$ cat src/qmwf_pkg.sv
// Package with shared types and constants of the mode window filter.
`timescale 1ns / 1ps
package qmwf_pkg;
  localparam int unsigned CfgIdxW = 3;
  localparam int unsigned CfgDataW = 11;
  localparam logic [CfgIdxW-1:0] RegImageWidth = 3'd0;
  localparam logic [CfgIdxW-1:0] RegThreshOne = 3'd1;
  localparam logic [CfgIdxW-1:0] RegThreshTwo = 3'd2;
  localparam logic [CfgIdxW-1:0] RegThreshThree = 3'd3;
  localparam logic [CfgIdxW-1:0] RegLevelZero = 3'd4;
  localparam logic [CfgIdxW-1:0] RegLevelOne = 3'd5;
  localparam logic [CfgIdxW-1:0] RegLevelTwo = 3'd6;
  localparam logic [CfgIdxW-1:0] RegLevelThree = 3'd7;
  localparam logic [11:0] RowCountMax = 12'd4095;

  // Front-to-back request: one window column (oc) to evaluate.
  typedef struct packed {
    logic [12:0] col;
    logic        row_end;
  } qmwf_job_t;
endpackage

$ cat src/qmwf_front.sv
// Front: quantizes pixels, writes the line store, issues output column jobs.
`timescale 1ns / 1ps
module qmwf_front #(
  parameter int unsigned WindowSize = 5,
  parameter int unsigned MaxWidth = 1024
) (
  input  logic              clk_i,
  input  logic              rst_ni,
  input  logic              in_valid_i,
  output logic              in_ready_o,
  input  logic              kind_i,
  input  logic [7:0]        pixel_i,
  input  logic              frame_start_i,
  input  logic [12:0]       width_i,
  input  logic [7:0]        th1_i,
  input  logic [7:0]        th2_i,
  input  logic [7:0]        th3_i,
  output logic              job_valid_o,
  input  logic              job_ready_i,
  output qmwf_pkg::qmwf_job_t job_o,
  output logic [$clog2(WindowSize)-1:0] wslot_o,
  output logic [11:0]       rows_o,
  // shared read port control
  output logic              mem_rd_o,
  output logic [$clog2(WindowSize*MaxWidth)-1:0] mem_raddr_o,
  input  logic [1:0]        mem_rdata_i,
  output logic              mem_we_o,
  output logic [$clog2(WindowSize*MaxWidth)-1:0] mem_waddr_o,
  output logic [1:0]        mem_wdata_o
);
  import qmwf_pkg::*;
  localparam int unsigned Half = (WindowSize - 1) / 2;
  localparam int unsigned SlotW = $clog2(WindowSize);
  localparam int unsigned AddrW = $clog2(WindowSize * MaxWidth);

  typedef enum logic [3:0] {
    StIdle = 4'b0001, StRead = 4'b0010, StWrite = 4'b0100, StEmit = 4'b1000
  } fst_e;

  fst_e st_q, st_d;
  logic [12:0] col_q, col_d, c_q, c_d, oc_q, oc_d, last_q, last_d;
  logic [11:0] rows_q, rows_d;
  logic [SlotW-1:0] slot_q, slot_d;
  logic kind_q, kind_d;
  logic [7:0] pix_q, pix_d;
  logic [1:0] qidx;
  logic [SlotW-1:0] prev_slot;
  logic [12:0] cin;
  logic [SlotW-1:0] ws_q;
  logic [11:0] rw_q;

  assign prev_slot = (slot_q == '0) ? SlotW'(WindowSize - 1) : slot_q - SlotW'(1);
  assign qidx = (pix_q <= th1_i) ? 2'd0 : (pix_q <= th2_i) ? 2'd1 :
                (pix_q <= th3_i) ? 2'd2 : 2'd3;
  assign cin = frame_start_i ? 13'd0 : col_q;

  always_comb begin
    st_d = st_q; col_d = col_q; c_d = c_q; oc_d = oc_q; last_d = last_q;
    rows_d = rows_q; slot_d = slot_q; kind_d = kind_q; pix_d = pix_q;
    in_ready_o = (st_q == StIdle);
    mem_rd_o = 1'b0; mem_we_o = 1'b0;
    mem_raddr_o = AddrW'(prev_slot * MaxWidth + c_q);
    mem_waddr_o = AddrW'(slot_q * MaxWidth + c_q);
    mem_wdata_o = qidx;
    job_valid_o = 1'b0;
    job_o.col = oc_q;
    job_o.row_end = (oc_q == width_i - 13'd1);
    case (st_q)
      StIdle: begin
        if (in_valid_i) begin
          if (frame_start_i) rows_d = '0;
          c_d = (cin > width_i - 13'd1) ? width_i - 13'd1 : cin;
          kind_d = kind_i; pix_d = pixel_i;
          st_d = StRead;
        end
      end
      StRead: begin
        mem_rd_o = kind_q && (rows_q != 12'd0);
        st_d = StWrite;
      end
      StWrite: begin
        mem_we_o = 1'b1;
        mem_wdata_o = !kind_q ? qidx : (rows_q == 12'd0) ? 2'd0 : mem_rdata_i;
        if (rows_q >= 12'(Half)) begin
          if (c_q == width_i - 13'd1) begin
            oc_d = (c_q >= 13'(Half)) ? c_q - 13'(Half) : 13'd0;
            last_d = c_q; st_d = StEmit;
          end else if (c_q >= 13'(Half)) begin
            oc_d = c_q - 13'(Half); last_d = oc_d; st_d = StEmit;
          end else st_d = StIdle;
        end else st_d = StIdle;
        if (st_d == StIdle) begin
          if (c_q == width_i - 13'd1) begin
            col_d = '0;
            if (rows_q < RowCountMax) rows_d = rows_q + 12'd1;
            slot_d = (slot_q == SlotW'(WindowSize - 1)) ? '0 : slot_q + SlotW'(1);
          end else col_d = c_q + 13'd1;
        end
      end
      StEmit: begin
        job_valid_o = 1'b1;
        if (job_ready_i) begin
          if (oc_q == last_q) begin
            st_d = StIdle;
            if (c_q == width_i - 13'd1) begin
              col_d = '0;
              if (rows_q < RowCountMax) rows_d = rows_q + 12'd1;
              slot_d = (slot_q == SlotW'(WindowSize - 1)) ? '0 : slot_q + SlotW'(1);
            end else col_d = c_q + 13'd1;
          end else oc_d = oc_q + 13'd1;
        end
      end
      default: st_d = StIdle;
    endcase
  end

  // row/slot seen by the back are registered at the store write and held until the next one
  assign wslot_o = ws_q;
  assign rows_o = rw_q;

  always_ff @(posedge clk_i or negedge rst_ni) begin
    if (!rst_ni) begin
      st_q <= StIdle; col_q <= '0; rows_q <= '0; slot_q <= '0;
    end else begin
      st_q <= st_d; col_q <= col_d; rows_q <= rows_d; slot_q <= slot_d;
    end
  end
  always_ff @(posedge clk_i) begin
    c_q <= c_d; oc_q <= oc_d; last_q <= last_d; kind_q <= kind_d;
    pix_q <= pix_d;
    if (st_q == StWrite) begin
      ws_q <= slot_q; rw_q <= rows_q;
    end
  end
endmodule

$ cat config.mk
export PLATFORM = sky130hd
export DESIGN_NAME = qmwf_front
export DESIGN_NICKNAME = d
export VERILOG_FILES = /design/src/qmwf_pkg.sv /design/src/qmwf_front.sv
export SDC_FILE = /design/constraint.sdc
export NUM_CORES = 1
export LEC_CHECK = 0
export BUFFER_PORTS_ARGS = -buffer_cell sky130_fd_sc_hd__buf_2
export CORE_ASPECT_RATIO = 1.2
export CORE_MARGIN = 2
export CORE_UTILIZATION = 53
export CTS_BUF_LIST = sky130_fd_sc_hd__clkbuf_4
export DETAILED_ROUTE_END_ITERATION = 16
export PLACE_DENSITY = 0.76
export SETUP_SLACK_MARGIN = 0.4
export SLEW_MARGIN = 20
export SYNTH_ARGS = -nofsm -noshare
export SYNTH_HDL_FRONTEND = slang
export SYNTH_SLANG_ARGS = --single-unit
$ cat constraint.sdc
create_clock -name clk_i -period 3.81 [get_ports clk_i]
set_input_delay 0 -clock clk_i [delete_from_list [all_inputs] [get_ports clk_i]]
set_output_delay 0 -clock clk_i [all_outputs]
set_load 0.01 [all_outputs]
==> flow_metrics.tcl <==
set metrics [dict create \
    multi_input_area_mm2 0.00370 \
    synth_top_area_cell "edfxtp_1" \
    crit_path_max_fanout 13 \
    gr-max-usage-layer "met2" \
    cpMostUsedCell "or3_4" \
    seq_area_frac_synth_pct 39.1 \
    cts-root-buf "clkbuf_4" \
    period_needed_ns 3.34 \
    dieArea_mm2 0.0139 \
    place_hpwl_um 13200 \
    syn_nets 801 \
    via_count 5619 \
    cts_sinks 95 \
    yosys_register_bits 95 \
    n_fill_cell 1082 \
    seqCellArea_mm2 0.00269 \
    track_usage_pct 25.3 \
    synthFlopType "edfxtp_1" \
    synthesis.area_mm2 0.00689 \
    die_y_um 129 \
    fin_area_mm2 0.00784 \
    n_antenna_cell 0 \
    clk_latency_ns 0.46 \
    worstSetupStartpoint "c_q[2]" \
    io_buffers 113 \
    place_area_mm2 0.00752 \
    synth-edff-count 63 \
    drt_iter0_drc 506 \
    grt_pass1_wl_um 27300 \
    numCtsBuffers 9 \
    hold_class "in2reg" \
    arrival_ns 3.53 \
    min_period_over_period_pct 87.7 \
    required_ns 4.00 \
    first_global_vias 5595 \
    ys_async_sr_fraction_pct 33.7 \
    status "complete, no violations" \
    synthTopCellsByCount "64 x inv_1, 63 x edfxtp_1, 52 x ha_1" \
    grtUsageMet2_pct 46.2 \
    path_class "reg2reg" \
    worstHoldStart "width_i[11]" \
    post-cts-setup-buffers 0 \
    yosysUniqueCellTypes 64 \
    worst-path-buf-inv 2 \
    whs_ns 0.0643 \
    cts_tree "done" \
    clk_pin_slew_ns 0.15 \
    finalHoldViolations 0 \
    wirelength_um 17200 \
    use_met3_pct 3.09 \
    clock.fmax_mhz 299 \
    ant_nets 0 \
    drc 0 \
    yosys.area.top_type_share_pct 27.5 \
    netlist_top_cells_area "edfxtp_1 27%, dfrtp_1 11%, ha_1 9.4%" \
    worst_setup_path_end_kind "register" \
    gr-total-overflow 0 \
    antenna_found_initial 0 \
    start_kind "register" \
    worst_slew_pin_slew_ns 1.09 \
    critical_path.top_delay_family "simple AND/OR/NAND/NOR gates" \
    via_per_inst 5.80 \
    drive_above_1_share_pct 22.0 \
    row_count 45 \
    start_util_pct 54.4 \
    p_leak_nw 3.41 \
    powerDensity_mw_per_mm2 483 \
    layout.nets 907 \
    fin_skew_ns 0.0204 \
    slew_headroom_pct 27.7 \
    setup_viol 0 \
    grt_max_degree 33 \
    grt_use_met1_pct 29.6 \
    syn2layout_area_growth_pct 13.8 \
    postSynthCellCount 694 \
    cts_max_level 3 \
    coreArea_mm2 0.0127 \
    ios 114 \
    drv_slew 0 \
    drt-pass1-iter-count 5 \
    path_cells "inv_1 -> ha_2 -> or3b_4 -> or3_4 -> or3_4 -> or3_4 -> or4_4 -> inv_1 -> a21o_4 -> o22ai_1" \
    avgSynthCellArea_um2 9.92 \
    cp_slowest_cell "or4_4" \
    cap_violations 0 \
    yosysWarnings 0 \
    clockBufferDepth 2 \
    cpPeakStageDelay_ns 0.48 \
    reg2reg_from "c_q[2]" \
    dieWidth_um 108 \
    rsz0062_at_grt "true" \
    synthMostInstantiatedCell "inv_1" \
    gp_congestion 0.933 \
    fin_tns_setup_ns 0 \
    max-vdd-ir-drop_uv 203 \
    wl_per_cell_um 17.7 \
]
-- kinds of logic after synthesis --
logic type                 Yosys count  share of synthesized area, %
muxes                               21                          3.11
and+or+nand+nor                    207                          16.9
buffers and inverters              112                          7.76
xor gates and xnor gates            93                          12.1
adders and majority gates           54                          10.0
DFF                                 95                          39.1
AOI/OAI and AO/OA                  112                          11.0
-- worst register-to-register path, stage by stage (launching register included) --
cell	delay [ns]
edfxtp_1	0.44
inv_1	0.08
ha_2	0.20
or3b_4	0.40
or3_4	0.36
or3_4	0.35
or3_4	0.35
or4_4	0.48
inv_1	0.10
a21o_4	0.21
o22ai_1	0.11
-- placed cells by master (no fill, tap or decap), drive strengths merged, types with 9 or more instances in the layout --
cell and count:
buf 131, inv 66, edfxtp 63, ha 52, xnor2 51, xor2 41
nor2 38, nand2 35, dfrtp 31, o21ai 24, nand3 23, mux2i 18
nand2b 18, o22ai 18, nand4 17, a21oi 14, o2bb2ai 13, dlygate4sd3 12
or3 10, nor2b 9, clkbuf 9, nor4 9
-- repair_timing --
item                       CTS  global route
hold endpoints to repair    44             0
gates resized for setup      1            11
pin swaps                    0             1
setup endpoints to repair   13            63
hold buffers                12             0
-- area by class of cell --
| type | count | share of cell area [%] |
|---|---|---|
| Multi-Input combinational cell | 487 | 47.2 |
| Sequential cell | 95 | 34.4 |
| Timing Repair Buffer | 143 | 10.6 |
| Inverter | 64 | 3.10 |
| Tap cell | 164 | 2.62 |
| Clock inverter | 7 | 1.21 |
| Clock buffer | 9 | 0.862 |
-- through the flow --
stage	util, %	instances	total power, mW	setup WS, ns
final	61.9	969	3.78	0.470
after detailed placement	59.3	941	3.14	0.105
after global routing	61.9	969	4.02	0.361
after floorplan	-	694	2.70	0.412
after CTS	61.6	969	3.77	0.411
after global placement	59.3	941	3.08	0.249
-- power breakdown --
group	internal [mW]	switching (mW)
registers	1.37	0.212
clock network	0.269	0.359
logic	0.700	0.873
total	2.34	1.44
-- routing by layer --
layer / wire, µm / part of all wire [%]
met5: 0 / 0
met4: 683 / 4.0
met3: 968 / 5.6
met2: 8920 / 52
met1: 6610 / 38
-- path summary, 6_finish.rpt --
| check | endpoint | slack (ns) | cells after the start |
|---|---|---|---|
| max reg2reg | oc_q[2] | 0.47 | 10 |
| max | oc_q[2] | 0.47 | 10 |
| max in group asynchronous | st_q[2] | 3.15 | 2 |
| min reg2reg | col_q[5] | 0.51 | 1 |
| min | c_q[11] | 0.06 | 3 |
| min in group asynchronous | col_q[5] | 0.15 | 2 |
-- state kept, by name, indices dropped and copies added, names as in the netlist --
name	flops
c_q	13
col_q	13
kind_q	1
last_q	13
oc_q	13
pix_q	8
rows_o	12
rows_q	12
slot_q	3
st_q	4
wslot_o	3
Power figures use the tool's default switching activity.
