File: src/qmwf_pkg.sv
// Package with shared types and constants of the mode window filter.
`timescale 1ns / 1ps
package qmwf_pkg;
  localparam int unsigned CfgIdxW = 3;
  localparam int unsigned CfgDataW = 11;
  localparam logic [CfgIdxW-1:0] RegImageWidth = 3'd0;
  localparam logic [CfgIdxW-1:0] RegThreshOne = 3'd1;
  localparam logic [CfgIdxW-1:0] RegThreshTwo = 3'd2;
  localparam logic [CfgIdxW-1:0] RegThreshThree = 3'd3;
  localparam logic [CfgIdxW-1:0] RegLevelZero = 3'd4;
  localparam logic [CfgIdxW-1:0] RegLevelOne = 3'd5;
  localparam logic [CfgIdxW-1:0] RegLevelTwo = 3'd6;
  localparam logic [CfgIdxW-1:0] RegLevelThree = 3'd7;
  localparam logic [11:0] RowCountMax = 12'd4095;

  // Front-to-back request: one window column (oc) to evaluate.
  typedef struct packed {
    logic [12:0] col;
    logic        row_end;
  } qmwf_job_t;
endpackage

File: src/qmwf_back.sv
// Back: counts levels over the window one tap a cycle and emits the mode.
`timescale 1ns / 1ps
module qmwf_back #(
  parameter int unsigned WindowSize = 5,
  parameter int unsigned MaxWidth = 1024
) (
  input  logic              clk_i,
  input  logic              rst_ni,
  input  logic              job_valid_i,
  output logic              job_ready_o,
  input  qmwf_pkg::qmwf_job_t job_i,
  input  logic [$clog2(WindowSize)-1:0] wslot_i,
  input  logic [11:0]       rows_i,
  input  logic [12:0]       width_i,
  input  logic [7:0]        lv0_i,
  input  logic [7:0]        lv1_i,
  input  logic [7:0]        lv2_i,
  input  logic [7:0]        lv3_i,
  output logic              mem_rd_o,
  output logic [$clog2(WindowSize*MaxWidth)-1:0] mem_raddr_o,
  input  logic [1:0]        mem_rdata_i,
  output logic              out_valid_o,
  input  logic              out_ready_i,
  output logic [7:0]        level_value_o,
  output logic [1:0]        level_index_o,
  output logic              row_end_o
);
  import qmwf_pkg::*;
  localparam int unsigned Half = (WindowSize - 1) / 2;
  localparam int unsigned SlotW = $clog2(WindowSize);
  localparam int unsigned SumW = SlotW + 1;
  localparam int unsigned AddrW = $clog2(WindowSize * MaxWidth);
  localparam int unsigned KW = $clog2(WindowSize + 1);
  localparam int unsigned FW = $clog2(WindowSize * WindowSize + 1);

  typedef enum logic [3:0] {
    StIdle = 4'b0001, StScan = 4'b0010, StDecide = 4'b0100, StOut = 4'b1000
  } bst_e;

  bst_e st_q, st_d;
  qmwf_job_t job_q, job_d;
  logic [KW-1:0] k_q, k_d, dx_q, dx_d;
  logic pend_q, pend_d;
  logic [FW-1:0] freq_q [4];
  logic [FW-1:0] freq_d [4];
  logic [1:0] win_q, win_d;
  logic [1:0] best;
  logic [11:0] back;
  logic [SumW-1:0] slot_sum;
  logic [SlotW-1:0] slot;
  logic [12:0] colw, col;
  logic last_tap;

  always_comb begin
    back = (12'(k_q) > rows_i) ? rows_i : 12'(k_q);
    // back never exceeds WindowSize-1, so one conditional subtract wraps the slot
    slot_sum = SumW'(wslot_i) + SumW'(WindowSize) - SumW'(back);
    slot = (slot_sum >= SumW'(WindowSize)) ? SlotW'(slot_sum - SumW'(WindowSize)) :
                                             SlotW'(slot_sum);
    colw = job_q.col + 13'(dx_q);
    col = (colw < 13'(Half)) ? 13'd0 : colw - 13'(Half);
    if (col > width_i - 13'd1) col = width_i - 13'd1;
    mem_raddr_o = AddrW'(slot * MaxWidth + col);
    last_tap = (k_q == KW'(WindowSize - 1)) && (dx_q == KW'(WindowSize - 1));
    best = 2'd0;
    for (int i = 1; i < 4; i++) if (freq_q[i] > freq_q[best]) best = 2'(i);
  end

  always_comb begin
    st_d = st_q; job_d = job_q; k_d = k_q; dx_d = dx_q; pend_d = 1'b0; win_d = win_q;
    for (int i = 0; i < 4; i++) freq_d[i] = freq_q[i];
    mem_rd_o = 1'b0;
    job_ready_o = (st_q == StIdle);
    if (pend_q) freq_d[mem_rdata_i] = freq_q[mem_rdata_i] + FW'(1);
    case (st_q)
      StIdle: if (job_valid_i) begin
        job_d = job_i; k_d = '0; dx_d = '0;
        for (int i = 0; i < 4; i++) freq_d[i] = '0;
        st_d = StScan;
      end
      StScan: begin
        mem_rd_o = 1'b1; pend_d = 1'b1;
        if (last_tap) st_d = StDecide;
        else if (dx_q == KW'(WindowSize - 1)) begin
          dx_d = '0; k_d = k_q + KW'(1);
        end else dx_d = dx_q + KW'(1);
      end
      StDecide: if (!pend_q) begin
        win_d = best; st_d = StOut;
      end
      StOut: if (out_ready_i) st_d = StIdle;
      default: st_d = StIdle;
    endcase
  end

  assign out_valid_o = (st_q == StOut);
  assign level_index_o = win_q;
  assign row_end_o = job_q.row_end;
  always_comb begin
    case (win_q)
      2'd0: level_value_o = lv0_i;
      2'd1: level_value_o = lv1_i;
      2'd2: level_value_o = lv2_i;
      default: level_value_o = lv3_i;
    endcase
  end

  always_ff @(posedge clk_i or negedge rst_ni) begin
    if (!rst_ni) begin
      st_q <= StIdle; pend_q <= 1'b0;
    end else begin
      st_q <= st_d; pend_q <= pend_d;
    end
  end
  always_ff @(posedge clk_i) begin
    job_q <= job_d; k_q <= k_d; dx_q <= dx_d; win_q <= win_d;
    for (int i = 0; i < 4; i++) freq_q[i] <= freq_d[i];
  end
endmodule

File: config.mk
export PLATFORM = sky130hd
export DESIGN_NAME = qmwf_back
export DESIGN_NICKNAME = d
export VERILOG_FILES = /design/src/qmwf_pkg.sv /design/src/qmwf_back.sv
export SDC_FILE = /design/constraint.sdc
export NUM_CORES = 1
export LEC_CHECK = 0
export ABC_AREA = 1
export BUFFER_PORTS_ARGS = -buffer_cell sky130_fd_sc_hd__clkbuf_2
export CAP_MARGIN = 5
export CORE_UTILIZATION = 50
export DETAILED_ROUTE_END_ITERATION = 12
export GPL_TIMING_DRIVEN = 0
export HOLD_SLACK_MARGIN = 0.03
export PLACE_DENSITY = 0.79
export SLEW_MARGIN = 10
export SYNTH_ARGS = -nofsm -noshare
export SYNTH_HDL_FRONTEND = slang
export SYNTH_SLANG_ARGS = --single-unit
export TNS_END_PERCENT = 5
File: constraint.sdc
create_clock -name clk_i -period 8.8 [get_ports clk_i]
set_input_delay 1.76 -clock clk_i [delete_from_list [all_inputs] [get_ports clk_i]]
set_output_delay 1.76 -clock clk_i [all_outputs]
set_load 0.02 [all_outputs]
==> flow_metrics.env <==
export IMPL_diodes=0
export IMPL_synth_fa_ha_area_frac=0.1477
export IMPL_cts_tree="yes"
export IMPL_syn_inst=644
export IMPL_synthXorXnorAreaFrac=0.04306
export IMPL_timing_fmax_mhz=134.3
export IMPL_slew_headroom=0.5062
export IMPL_synth_top_family_by_area="simple AND/OR/NAND/NOR gates"
export IMPL_worstMarginPinSlew_ns=0.7399
export IMPL_drtIter0Drc=218
export IMPL_grtUsageMet1=0.2981
export IMPL_fin_crit_ns=7.448
export IMPL_cts_buffers=5
export IMPL_die_h_um=96.60
export IMPL_arrival_ns=5.69
export IMPL_grt_pass1_wl_um=16600
export IMPL_finalSetupTns_ns=0
export IMPL_drc=0
export IMPL_postRouteAntennaNets=0
export IMPL_dpl_hpwl_um=8742
export IMPL_met3_usage=0.03052
export IMPL_multiInputGateArea_um2=2825
export IMPL_cts_root_buffer_cell="clkbuf_8"
export IMPL_grt_overflow_total=0
export IMPL_wire_per_inst_um=12.08
export IMPL_hp_class="flip-flop to flip-flop"
export IMPL_first_global_vias=3974
export IMPL_yosys_area_share_simple=0.3121
export IMPL_grt_usage=0.2246
export IMPL_start_kind="primary input"
export IMPL_critPathLaunch="width_i[0]"
export IMPL_wl_um=10460
export IMPL_worstSetupEndpointType="output port"
export IMPL_rsz0062_at_grt="no"
export IMPL_reg2reg_depth=17
export IMPL_synth_mux_area_fraction=0
export IMPL_drive_gt1_frac=0.2045
export IMPL_ys_types=49
export IMPL_clock_skew_ns=0.02125
export IMPL_synth_compound_area_frac=0.1281
export IMPL_vias=4485
export IMPL_die_x_um=96.60
export IMPL_htree_levels=2
export IMPL_io_buffers=106
export IMPL_final_common_cell="nand2_1"
export IMPL_crit_path_end="mem_raddr_o[12]"
export IMPL_gp_congestion=0.9080
export IMPL_drv_cap=0
export IMPL_path_clk_slew_ns=0.08
export IMPL_core_um2=8678
export IMPL_ys_warn_count=0
export IMPL_regArea_um2=1187
export IMPL_syn_avg_cell_area_um2=6.948
export IMPL_hold_violations=0
export IMPL_clkLatencyLatePin_ns=0.32
export IMPL_cts_max_path_buffers=2
export IMPL_post_cts_buffers=0
export IMPL_min_from="freq_q[1][0]$_DFF_P_"
export IMPL_worstPathMaxFanout=10
export IMPL_antenna_found_initial=0
export IMPL_syn_nets=775
export IMPL_post_route_period_util=0.8464
export IMPL_ys_ff_latch=47
export IMPL_dieArea_um2=9331
export IMPL_grt_util_met2=0.3844
export IMPL_dr_pass1_iters=5
export IMPL_syn_to_final_growth_pct=17.03
export IMPL_r2r_end="level_index_o[0]$_SDFFCE_PN1P_"
export IMPL_final_cell_mix="nand2_1, inv_1, clkbuf_2"
export IMPL_rows=34
export IMPL_gr_max_usage_layer="met2"
export IMPL_cp_required_ns=7.04
export IMPL_yosysSeqAreaShare=0.2654
export IMPL_place_inst=858
export IMPL_ioPinCount=107
export IMPL_vias_per_cell=5.179
export IMPL_netlist_area_um2=4474
export IMPL_finish_net_count=888
export IMPL_ctsHoldBuffers=0
export IMPL_nFillCells=795
export IMPL_finalMaxSlewViolations=0
export IMPL_initial_core_util=0.5156
export IMPL_final_cells=866
export IMPL_cts_sinks=47
export IMPL_timing_rr_start="freq_q[0][4]$_DFF_P_"
export IMPL_finalSetupViolations=0
export IMPL_status="complete, no violations"
export IMPL_grt_max_degree=17
export IMPL_reg2reg_setup_slack_ns=4.40
export IMPL_ctsResizeCount=0
export IMPL_crit_type="primary input to output port"
per-layer routing:
layer | wire length [um] | share of wire
met4 | 128 | 0.012
met3 | 452 | 0.043
met1 | 4995 | 0.48
met5 | 0 | 0
met2 | 4882 | 0.47
area by class of cell:
type | count | area share
clock buffer | 5 | 0.01314
sequential | 47 | 0.2268
tap | 108 | 0.02581
inverter | 116 | 0.08363
timing repair buffer | 106 | 0.1013
clock inverter | 3 | 0.004779
multi-input combinational | 476 | 0.5395
buffer | 5 | 0.005018
synthesized netlist by cell type, drive strengths merged:
cell / instances / area (um^2)
a211oi: 2 / 20.02
a21oi: 23 / 115.1
a22oi: 3 / 22.52
a31oi: 1 / 6.260
and2: 1 / 6.260
buf: 3 / 17.52
clkbuf: 2 / 8.750
dfrtp: 4 / 100.1
dfstp: 1 / 26.28
dfxtp: 20 / 400.4
edfxtp: 22 / 660.6
fa: 3 / 60.06
ha: 48 / 600.6
inv: 116 / 437.9
nand2: 164 / 655.6
nand3: 43 / 237.7
nand3b: 2 / 15.01
nand4: 19 / 118.9
nor2: 58 / 255.2
nor3: 9 / 50.05
nor3b: 1 / 7.510
nor4: 2 / 12.51
o2111ai: 1 / 8.760
o211ai: 5 / 37.54
o21a: 1 / 7.510
o21ai: 47 / 242.7
o21bai: 6 / 45.04
o221ai: 3 / 26.28
o22ai: 4 / 25.02
o311ai: 1 / 8.760
o31ai: 1 / 7.510
or2: 6 / 37.54
xnor2: 8 / 70.07
xor2: 14 / 122.6
cell families after synthesis:
logic type      after synthesis
compound gates               98
buf+inv                     121
fa+ha+maj                    51
flops                        47
xor+xnor                     22
simple gates                305
worst min path at each step:
stage / endpoint / slack (ns) / depth (start not counted)
4_1_cts: freq_q[1][0]$_DFF_P_ / 0.53 / 2
5_1_grt: freq_q[1][0]$_DFF_P_ / 0.56 / 2
3_3_place_gp: st_q[3]$_DFFE_PN0P_ / 0.48 / 1
3_5_place_dp: freq_q[1][0]$_DFF_P_ / 0.51 / 2
6_report: freq_q[1][0]$_DFF_P_ / 0.52 / 2
2_1_floorplan: st_q[3]$_DFFE_PN0P_ / 0.46 / 1
registers in the layout, summed over array words and instances, names as in the netlist:
register / flops
freq_q: 20
job_q: 13
st_q: 4
dx_q: 3
k_q: 3
level_index_o: 2
pend_q: 1
row_end_o: 1
critical path, stage by stage:
cell	delay [ns]
clkbuf_2	0.08
inv_1	0.14
ha_1	0.23
nand3_1	0.12
nor3_1	0.35
nand3_1	0.14
xor2_1	0.27
ha_1	0.32
nand4_1	0.12
inv_1	0.05
nand2_1	0.06
o211ai_1	0.08
a21oi_1	0.26
inv_1	0.10
nand2_1	0.10
buf_2	0.21
inv_1	0.10
nand2_1	0.06
o21ai_1	0.08
fa_1	0.41
xnor2_1	0.25
inv_1	0.06
nand3_1	0.08
nand2_1	0.06
inv_1	0.05
clkbuf_2	0.15
metrics by stage:
stage,utilization,hold WS (ns),worst slack [ns],cell area (um^2)
after floorplan,-,0.4598,1.840,4474
after global placement,0.5923,0.4818,1.461,5140
after detailed placement,0.5923,0.5081,1.368,5140
after CTS,0.6031,0.5298,1.336,5234
after global routing,0.6034,0.5604,0.8513,5236
final,0.6034,0.5234,1.352,5236
Power is left out: the tool's default activity adds up to more than one toggle a clock period on the data nets, which glitch-free logic cannot reach.
